--- src/birq_pkg.sv ---
// ---------------------------------------------------------------------------
// birq_pkg: shared types and constants of the banked interrupt scan unit
// Action codes, line and digit widths, and the scanner status record.
// ---------------------------------------------------------------------------
package birq_pkg;

	localparam int ACTION_W = 2;
	localparam int LINE_W   = 7;
	localparam int START_W  = 8;
	localparam int DIGIT_W  = 8;
	localparam int DIGIT_SH = 3;
	localparam int RAW_BASIC_W = 8;
	localparam int BANK_LINES  = 32;

	localparam logic [ACTION_W-1:0] ACT_MASK   = 2'd0;
	localparam logic [ACTION_W-1:0] ACT_UNMASK = 2'd1;
	localparam logic [ACTION_W-1:0] ACT_QUERY  = 2'd2;

	// Scanner report to the control logic.
	typedef struct packed {
		logic              done;
		logic              found;
		logic [LINE_W-1:0] line;
	} scan_status_t;

endpackage

--- src/birq_enable.sv ---
// ---------------------------------------------------------------------------
// birq_enable: per-line enable bits
// Holds one enable bit per line, applies mask and unmask writes, and gates
// the raw request lines into a flat pending vector indexed by line number.
// ---------------------------------------------------------------------------
module birq_enable #(
	parameter int BASIC_LINES = 8
) (
	input  logic                                   clk,
	input  logic                                   arst_n,
	input  logic                                   wr,
	input  logic                                   set,
	input  logic [birq_pkg::LINE_W-1:0]            target,
	input  logic [birq_pkg::RAW_BASIC_W-1:0]       raw_basic,
	input  logic [birq_pkg::BANK_LINES-1:0]        raw_bank_one,
	input  logic [birq_pkg::BANK_LINES-1:0]        raw_bank_two,
	output logic [BASIC_LINES+2*birq_pkg::BANK_LINES-1:0] pend
);
	import birq_pkg::*;

	localparam int TOTAL = BASIC_LINES + 2 * BANK_LINES;

	logic [TOTAL-1:0] en_q;
	logic [TOTAL-1:0] raw_flat;

	// Out-of-range targets match no line and so change nothing.
	always_ff @(posedge clk or negedge arst_n) begin
		if (!arst_n) begin
			en_q <= '0;
		end else if (wr) begin
			for (int n = 0; n < TOTAL; n++) begin
				if (target == LINE_W'(n)) en_q[n] <= set;
			end
		end
	end

	for (genvar n = 0; n < BASIC_LINES; n++) begin : g_basic
		if (n < RAW_BASIC_W) begin : g_raw
			assign raw_flat[n] = raw_basic[n];
		end else begin : g_none
			assign raw_flat[n] = 1'b0;
		end
	end

	assign raw_flat[BASIC_LINES +: BANK_LINES]              = raw_bank_one;
	assign raw_flat[BASIC_LINES + BANK_LINES +: BANK_LINES] = raw_bank_two;

	assign pend = raw_flat & en_q;

endmodule

--- src/birq_scan.sv ---
// ---------------------------------------------------------------------------
// birq_scan: digit-serial next-pending search
// Shifts the pending vector out one byte per cycle and stops at the lowest
// pending line at or above the start line.
// ---------------------------------------------------------------------------
module birq_scan #(
	parameter int BASIC_LINES = 8
) (
	input  logic                                   clk,
	input  logic                                   arst_n,
	input  logic                                   load,
	input  logic [BASIC_LINES+2*birq_pkg::BANK_LINES-1:0] pend,
	input  logic [birq_pkg::START_W-1:0]           start_line,
	output birq_pkg::scan_status_t                 status
);
	import birq_pkg::*;

	localparam int TOTAL = BASIC_LINES + 2 * BANK_LINES;
	localparam int NDIG  = (TOTAL + DIGIT_W - 1) / DIGIT_W;
	localparam int DIG_W = $clog2(NDIG);
	localparam int PAD_W = NDIG * DIGIT_W;

	logic [PAD_W-1:0]   shreg_q;
	logic [DIG_W-1:0]   dig_q;
	logic               run_q;
	logic [START_W-1:0] start_q;

	logic [START_W-1:0] base;
	logic [START_W-1:0] idx;
	logic               hit;
	logic [START_W-1:0] hit_line;
	logic               last_dig;

	assign base     = START_W'(dig_q) << DIGIT_SH;
	assign last_dig = (dig_q == DIG_W'(NDIG - 1));

	// Lowest eligible bit of the current digit wins.
	always_comb begin
		hit      = 1'b0;
		hit_line = '0;
		idx      = '0;
		for (int i = DIGIT_W - 1; i >= 0; i--) begin
			idx = base + START_W'(i);
			if (shreg_q[i] && idx >= start_q) begin
				hit      = 1'b1;
				hit_line = idx;
			end
		end
	end

	always_ff @(posedge clk or negedge arst_n) begin
		if (!arst_n) begin
			run_q <= 1'b0;
			dig_q <= '0;
		end else if (load) begin
			run_q <= 1'b1;
			dig_q <= '0;
		end else if (run_q) begin
			if (hit || last_dig) run_q <= 1'b0;
			else                 dig_q <= dig_q + DIG_W'(1);
		end
	end

	always_ff @(posedge clk) begin
		if (load) begin
			shreg_q <= PAD_W'(pend);
			start_q <= start_line;
		end else if (run_q) begin
			shreg_q <= shreg_q >> DIGIT_W;
		end
	end

	assign status.done  = run_q && (hit || last_dig);
	assign status.found = run_q && hit;
	assign status.line  = hit ? hit_line[LINE_W-1:0] : '0;

endmodule

--- src/banked_irq_next_pending_scan_unit.sv ---
// ---------------------------------------------------------------------------
// banked_irq_next_pending_scan_unit: banked interrupt controller, top level
// Keeps an enable bit per line over the basic bank and two 32-line banks,
// masks and unmasks lines, and searches for the next pending enabled line.
// ---------------------------------------------------------------------------
//
// Channel   Handshake          Payload
// -------   ----------------   ---------------------------------------------
// input     start / busy       action, target_line, last_found, raw_basic,
//                              raw_bank_one, raw_bank_two
// result    done (one cycle)   found, next_line, invalid_line
//
// An item is taken on a rising edge with start high and busy low.
// Mask, unmask and the unused action: result in the cycle after the item is
// taken, busy stays low, so a new item may follow at once.
// Query: the pending vector is scanned one byte per cycle, lowest line first,
// and the result is registered from the scanner's report; busy is high until
// the cycle that shows the result, and the next item may be taken at its end.
// Reset clears every enable bit (all lines disabled) and idles the scanner.
// The receiver cannot stall: each result shows on done for one cycle only.
// ---------------------------------------------------------------------------
module banked_irq_next_pending_scan_unit #(
	parameter int BASIC_LINES = 8
) (
	input  logic                              clk,
	input  logic                              arst_n,
	input  logic                              start,
	output logic                              busy,
	input  logic [birq_pkg::ACTION_W-1:0]     action,
	input  logic [birq_pkg::LINE_W-1:0]       target_line,
	input  logic signed [birq_pkg::START_W-1:0] last_found,
	input  logic [birq_pkg::RAW_BASIC_W-1:0]  raw_basic,
	input  logic [birq_pkg::BANK_LINES-1:0]   raw_bank_one,
	input  logic [birq_pkg::BANK_LINES-1:0]   raw_bank_two,
	output logic                              done,
	output logic                              found,
	output logic [birq_pkg::LINE_W-1:0]       next_line,
	output logic                              invalid_line
);
	import birq_pkg::*;

	localparam int TOTAL = BASIC_LINES + 2 * BANK_LINES;

	localparam logic ST_IDLE = 1'b0;
	localparam logic ST_SCAN = 1'b1;

	logic state_q;

	logic               accept;
	logic               is_write;
	logic               is_query;
	logic               out_of_range;
	logic [START_W-1:0] start_line;
	logic [TOTAL-1:0]   pend;
	scan_status_t       status;

	logic               done_q;
	logic               found_q;
	logic [LINE_W-1:0]  next_line_q;
	logic               invalid_q;

	assign busy     = (state_q == ST_SCAN);
	assign accept   = start && !busy;
	assign is_write = (action == ACT_MASK) || (action == ACT_UNMASK);
	assign is_query = (action == ACT_QUERY);

	// Lines past the last bank are rejected; the decode in the enable file
	// ignores them anyway, this only raises the flag.
	assign out_of_range = (START_W'(target_line) >= START_W'(TOTAL));

	// Search starts one above the last line found; negative means line 0.
	assign start_line = last_found[START_W-1] ? '0 : START_W'(last_found + 8'sd1);

	birq_enable #(
		.BASIC_LINES(BASIC_LINES)
	) u_enable (
		.clk         (clk),
		.arst_n      (arst_n),
		.wr          (accept && is_write),
		.set         (action == ACT_UNMASK),
		.target      (target_line),
		.raw_basic   (raw_basic),
		.raw_bank_one(raw_bank_one),
		.raw_bank_two(raw_bank_two),
		.pend        (pend)
	);

	// Pending lines are captured at the edge that takes the query, so the
	// scan sees the enables as they stood before any later write.
	birq_scan #(
		.BASIC_LINES(BASIC_LINES)
	) u_scan (
		.clk       (clk),
		.arst_n    (arst_n),
		.load      (accept && is_query),
		.pend      (pend),
		.start_line(start_line),
		.status    (status)
	);

	// Control: hold in SCAN until the scanner reports, then drop back.
	always_ff @(posedge clk or negedge arst_n) begin
		if (!arst_n) begin
			state_q <= ST_IDLE;
		end else begin
			unique case (state_q)
				ST_IDLE: begin
					if (accept && is_query) state_q <= ST_SCAN;
				end
				ST_SCAN: begin
					if (status.done) state_q <= ST_IDLE;
				end
				default: state_q <= ST_IDLE;
			endcase
		end
	end

	// Result register: the strobe lasts one cycle.
	always_ff @(posedge clk or negedge arst_n) begin
		if (!arst_n) begin
			done_q <= 1'b0;
		end else begin
			done_q <= (accept && !is_query) || (busy && status.done);
		end
	end

	always_ff @(posedge clk) begin
		if (busy && status.done) begin
			found_q     <= status.found;
			next_line_q <= status.line;
			invalid_q   <= 1'b0;
		end else if (accept && !is_query) begin
			found_q     <= 1'b0;
			next_line_q <= '0;
			invalid_q   <= is_write && out_of_range;
		end
	end

	assign done         = done_q;
	assign found        = found_q;
	assign next_line    = next_line_q;
	assign invalid_line = invalid_q;

endmodule

--- config.mk ---
export PLATFORM = sky130hd
export DESIGN_NAME = banked_irq_next_pending_scan_unit
export DESIGN_NICKNAME = d
export VERILOG_FILES = /design/src/birq_pkg.sv /design/src/birq_enable.sv /design/src/birq_scan.sv /design/src/banked_irq_next_pending_scan_unit.sv
export SDC_FILE = /design/constraint.sdc
export NUM_CORES = 1
export LEC_CHECK = 0
export BUFFER_PORTS_ARGS = -buffer_cell sky130_fd_sc_hd__buf_2
export CORE_MARGIN = 2
export CORE_UTILIZATION = 42
export CTS_BUF_LIST = sky130_fd_sc_hd__clkbuf_8
export DETAILED_ROUTE_END_ITERATION = 6
export PLACE_DENSITY = 0.72
export SLEW_MARGIN = 20
export SYNTH_ARGS = -nofsm -noshare
export SYNTH_HDL_FRONTEND = slang
export SYNTH_SLANG_ARGS = --single-unit
--- constraint.sdc ---
create_clock -name clk -period 2.8 [get_ports clk]
set_clock_uncertainty 0.15 [all_clocks]
set_input_delay 0.56 -clock clk [delete_from_list [all_inputs] [get_ports clk]]
set_output_delay 0.56 -clock clk [all_outputs]
set_load 0.1 [all_outputs]
# == After elaboration in Yosys (flattened, before gate mapping) ==
# Cells that the tools add are included.
# classes
addsub,9
multipliers,0
div,0
order_cmp,9
n_eq_ne,75
shifts,0
n_mux,32
n_bitwise,2
reduce_logical,98
# ops
operator,n
== test 7 x 6 -> 1 bit (second input constant),32
AND reduction 2 bit,73
2-to-1 mux 72 bit,2
== test 7 x 5 -> 1 bit (second input constant),16
2-to-1 mux 7 bit,11
AND 72 bit,1
== test 7 x 4 -> 1 bit (second input constant),8
== test 7 bit (second input constant),8
>= comparator 8 bit,7
adder 7 x 3 -> 8 bit (second input constant),4
== test 7 x 3 -> 1 bit (second input constant),4
adder 7 x 2 -> 8 bit (second input constant),2
logical AND 1 bit,16
2-to-1 mux 1 bit,15
== test 7 x 2 -> 1 bit (second input constant),2
2-to-1 mux 4 bit,3
adder 7 x 1 -> 8 bit (second input constant),1
adder 8 x 2 -> 8 bit (second input constant),1
>= comparator 7 x 8 -> 1 bit,1
== test 7 x 1 -> 1 bit (second input constant),1
>= comparator 7 bit (second input constant),1
logical NOT 7 bit,1
adder 4 x 1 -> 4 bit (second input constant),1
== test 4 bit (second input constant),1
other kinds (9),13
# word_totals
reg_bits,168
latchBits,0
ramBits,0
romBits,0
inputBits,92
out_inout_bits,11
wordCells,306
n_memories,0

# == Longest topological paths before layout ==
# logic_depth
word_depth,15
ltp_mapped,10
depth_no_buf,8

# == Modules after synthesis ==
# Synthesis repeated with hierarchy kept, for this count alone.
# unflattened
hier_cells,640
area_unflattened_um2,8205.4
# modules_own_cells
mod,instances,cells_per_inst,area_per_inst_um2,seq_area_each_um2
birq_scan,1,251,3956.3,2527.4
birq_enable,1,330,3664.8,1801.7
banked_irq_next_pending_scan_unit,1,59,584.3,310.3

# == Least setup slack after synthesis ==
# No wires, ideal clock.
# synth_path
path_kind,register -> register
startpoint,"register state_q, in the netlist busy"
endpoint,register u_scan.shreg_q[0] (enable)
setup_time_ps,748
t_arrival_ps,2726
required_time_ps,1902
path_slack_ps,-824
stages_incl_launch_ff,5
n_path_buf,1
period_less_slack_ps,3624
path_cell_list,dfrtp_1 nor2b_1 nand3b_1 clkbuf_1 nand2b_1
# synth_via
elab_chain_len,4
# synth_lines
element,line_no,text
from (decl),banked_irq_next_pending_scan_unit.sv:47,logic state_q;
from (signal assigned),banked_irq_next_pending_scan_unit.sv:104,state_q <= ST_IDLE;
from (signal assigned),banked_irq_next_pending_scan_unit.sv:108,if (accept && is_query) state_q <= ST_SCAN;
from (signal assigned),banked_irq_next_pending_scan_unit.sv:111,if (status.done) state_q <= ST_IDLE;
logical NOT 1 bit,banked_irq_next_pending_scan_unit.sv:63,assign accept = start && !busy;
logical AND 1 bit,banked_irq_next_pending_scan_unit.sv:63,
logical AND 1 bit,banked_irq_next_pending_scan_unit.sv:95,".load (accept && is_query),"
nonzero test 2 bit (no line),n/a,
to (signal assigned),birq_scan.sv:66,shreg_q <= PAD_W'(pend);
to (signal assigned),birq_scan.sv:69,shreg_q <= shreg_q >> DIGIT_W;
to (decl),birq_scan.sv:23,logic [PAD_W-1:0] shreg_q;
# No other way between the ends.
# A chain may end at the register's enable or synchronous reset.

# == Worst setup path in the final report ==
# layout_path
startpoint,register u_scan.dig_q[2]
endpoint,"register next_line_q[0], in the netlist next_line[0] (data pin)"
# layout_via
elab_chain_len,15
word_cells_on_any_way,45
classes_between,7 x add/sub; 8 x order compare; 1 x eq/ne; 18 x mux; 11 x reduce/logical
# layout_lines
element,line_no,text
from (decl),birq_scan.sv:24,logic [DIG_W-1:0] dig_q;
from (signal assigned),birq_scan.sv:60,else dig_q <= dig_q + DIG_W'(1);
adder 7 x 3 -> 8 bit,birq_scan.sv:43,idx = base + START_W'(i);
>= comparator 8 bit,birq_scan.sv:44,if (shreg_q[i] && idx >= start_q) begin
logical AND 1 bit,birq_scan.sv:44,
2-to-1 mux 1 bit (8 in a row),birq_scan.sv:44,
logical OR 1 bit,birq_scan.sv:73,assign status.done = run_q && (hit || last_dig);
logical AND 1 bit,birq_scan.sv:73,
logical AND 1 bit,banked_irq_next_pending_scan_unit.sv:128,if (busy && status.done) begin
2-to-1 mux 7 bit (*),banked_irq_next_pending_scan_unit.sv:128,
to (signal assigned),banked_irq_next_pending_scan_unit.sv:130,next_line_q <= status.line;
to (decl),banked_irq_next_pending_scan_unit.sv:59,logic [LINE_W-1:0] next_line_q;
# Every way passes the cells marked *; elsewhere a longest branch is shown, timed or not.

==> flow_summary.yaml <==
power_and_ir_drop:
  combPwrFrac: 0.230
  power_switching_uw: 2210
  ir_worst_vdd_mv: 0.930
  p_leak_uw: 0.00398
  internal-power_uw: 4900
  p_per_area_nw_per_um2: 784
  sw_frac_of_total: 0.311
  clkPwrFrac: 0.293
  seq_power_share: 0.478
grt:
  gr-total-overflow: 0
  top_usage_layer: "met2"
  grt_pass1_vias: 5761
  use_met1: 0.264
  antenna_found_initial: 0
  grt_pass1_wl_mm: 29.5
  grtUsageMet3: 0.0407
  grt_start_max_net_pins: 65
  use_met2: 0.314
  grtUsageTotal: 0.194
clock_tree:
  cts.sinks: 168
  cts_buffers: 17
  clockBufferDepth: 2
  clk_latency_ns: 0.46
  postCtsSetupBuffers: 0
  h-tree-depth: 4
  clk_pin_slew_worst_paths_ns: 0.09
  clockRootBuffer: "clkbuf_8"
  cts_tree: "yes"
layout:
  drive_above_1_share: 0.228
  area_growth_pct: 18.6
  fillers: 1619
  diodes: 0
  final_cells: 1083
  layout.nets: 941
  utilization: 0.507
  mostFrequentLayoutCell: "nand2_1"
  most-common-layout-cells: "nand2_1 (206), buf_2 (101), edfxtp_1 (88)"
status:
  status: "finished clean"
drt:
  firstDrtPassIters: 5
  ant_nets: 0
  routedWlPerCell_um: 16.8
  drtIter0Drc: 573
  drc_errors: 0
  via_count: 5836
  viasPerCell: 5.39
  wirelength_mm: 18.2
worst_setup_path:
  critPathArrivalTime_ns: 2.75
  crit_path_start_kind: "flip-flop"
  required_ns: 2.97
  crit_fanout: 7
  worst_setup_path_end_kind: "flip-flop"
  crit_type: "flip-flop to flip-flop"
  r2r-start: "u_scan.dig_q[2]"
  critPathLaunch: "u_scan.dig_q[2]"
job:
  maxCapViolCount: 0
floorplan:
  core-area_sq_um: 17900
  die_w_um: 139
  start_util: 0.427
  die_y_um: 139
  rows: 49
  boundaryPins: 103
  die-area_sq_um: 19300
timing:
  rsz0062_at_grt: "no"
  fin_crit_sh: 0.921
  setup_viol: 0
  hold_viol: 0
  fin_crit_ns: 2.58
  fmax_mhz: 388
  hold_ws_ns: 0.236
  slew_violations: 0
  fin_tns_setup_ns: 0
  slew_headroom: 0.430
  worst_slack_ns: 0.220
  worstMarginPinSlew_ns: 0.844
logic_synthesis:
  synthesis.nets: 832
  synth.distinct_cells: 51
  avgSynthCellArea_sq_um: 10.4
  ys_seq_area_frac: 0.607
  syn_area_sq_um: 7650
  synthFlopType: "edfxtp_1"
  ys_async_sr_fraction: 0.470
  ys_ff_latch: 168
  netlist_instances: 732
  ys.warnings.count: 0
  synth-edff-count: 88
place:
  portBuffers: 102
  dp_hpwl_mm: 12.4
  dp_slack_ns: 0.0643
  gp_congestion: 0.923
  dp.cells: 1050
worst_hold_path:
  hold_path_class: "input pin to flip-flop"
  hold_path_startpoint: "raw_bank_two[13]"
## flip-flops by register name (all words and copies together) (netlist names)
signal          count
u_scan.dig_q        4
found               1
done                1
invalid_line        1
busy                1
u_enable.en_q      72
u_scan.start_q      8
u_scan.shreg_q     72
next_line           7
u_scan.run_q        1
## path summary, 6_finish.rpt
check,to,slack (ns),cells after the start
setup / recovery,next_line[0],0.22,8
hold / removal,u_scan.shreg_q[53],0.24,3
setup reg to reg,next_line[0],0.22,8
hold reg to reg,u_enable.en_q[68],0.33,2
max in group asynchronous,u_enable.en_q[42],1.41,3
min in group asynchronous,u_enable.en_q[52],0.46,2
## cell families (layout without fill, tap and decap cells)
group           count (synthesis)  after routing  synth area share
compound gates                119            119            0.0988
flops                         168            168             0.607
simple gates                  365            365             0.222
fa+ha+maj                       8              8            0.0131
buf+inv                        48            170            0.0255
mux                            21             21            0.0309
xor+xnor                        3              3           0.00344
## worst max-delay path: stages (launching register included)
cell and delay (ns):
dfrtp_1 0.44, ha_1 0.34, nand4b_2 0.28, a21oi_4 0.33, o31ai_2 0.11, and4_1 0.22, buf_4 0.17, a21oi_4 0.19
and4_1 0.23
## cells in the mapped netlist, types with 3 or more instances
| cell type | n | area [sq um] |
|---|---|---|
| edfxtp_1 | 88 | 2640 |
| mux2i_1 | 3 | 30.0 |
| clkbuf_1 | 35 | 131 |
| and2_1 | 4 | 25.0 |
| ha_1 | 8 | 100 |
| and3_1 | 10 | 62.6 |
| nor2b_1 | 9 | 56.3 |
| nand3_1 | 74 | 370 |
| a21oi_1 | 5 | 25.0 |
| nor3b_1 | 4 | 30.0 |
| o21ai_0 | 63 | 315 |
| a31oi_1 | 3 | 18.8 |
| dfrtp_1 | 79 | 1980 |
| nand2_1 | 206 | 773 |
| o31ai_1 | 38 | 285 |
| inv_1 | 10 | 37.5 |
| nand3b_1 | 3 | 22.5 |
| nand2b_1 | 7 | 43.8 |
| nor3_1 | 6 | 30.0 |
| mux2_2 | 17 | 191 |
| nor2_1 | 19 | 71.3 |
| and4_1 | 3 | 26.3 |
| or3_1 | 3 | 18.8 |
## per-layer routing
metal,vias up,routed length (um)
li1,2810,-
met1,2831,8140
met2,167,8770
met3,28,1010
met4,0,308
met5,-,0
## metrics by stage
stage                     power, uW  cell area [sq um]
after floorplan                4560               7650
after global placement         5030               8530
after detailed placement       5080               8530
after CTS                      7160               9030
after global routing           7460               9070
final                          7120               9070
## power by group through the flow
| stage | Sequential (uW) | Combinational (uW) | Clock (uW) |
|---|---|---|---|
| finish | 3400 | 1630 | 2080 |
| global route | 3450 | 1810 | 2210 |
| CTS | 3400 | 1640 | 2120 |
| detailed placement | 3450 | 1630 | 0 |
| global placement | 3430 | 1600 | 0 |
| floorplan | 3750 | 808 | 0 |
## layout make-up
type                       count  area, sq um  area share
sequential                   168         4640       0.511
multi-input combinational    516         2860       0.315
timing repair buffer         128          761      0.0839
tap                          229          287      0.0316
clock buffer                  19          262      0.0288
clock inverter                13          225      0.0248
inverter                      10         37.5     0.00414
## repair_timing
| item | 4_1_cts | 5_1_grt |
|---|---|---|
| endpoints found under the setup margin | 0 | 17 |
| hold buffers | 1 | 0 |
| resized for setup | 0 | 7 |
| hold endpoints to repair | 37 | 0 |
Note: power is estimated with default switching activity, not from simulation.
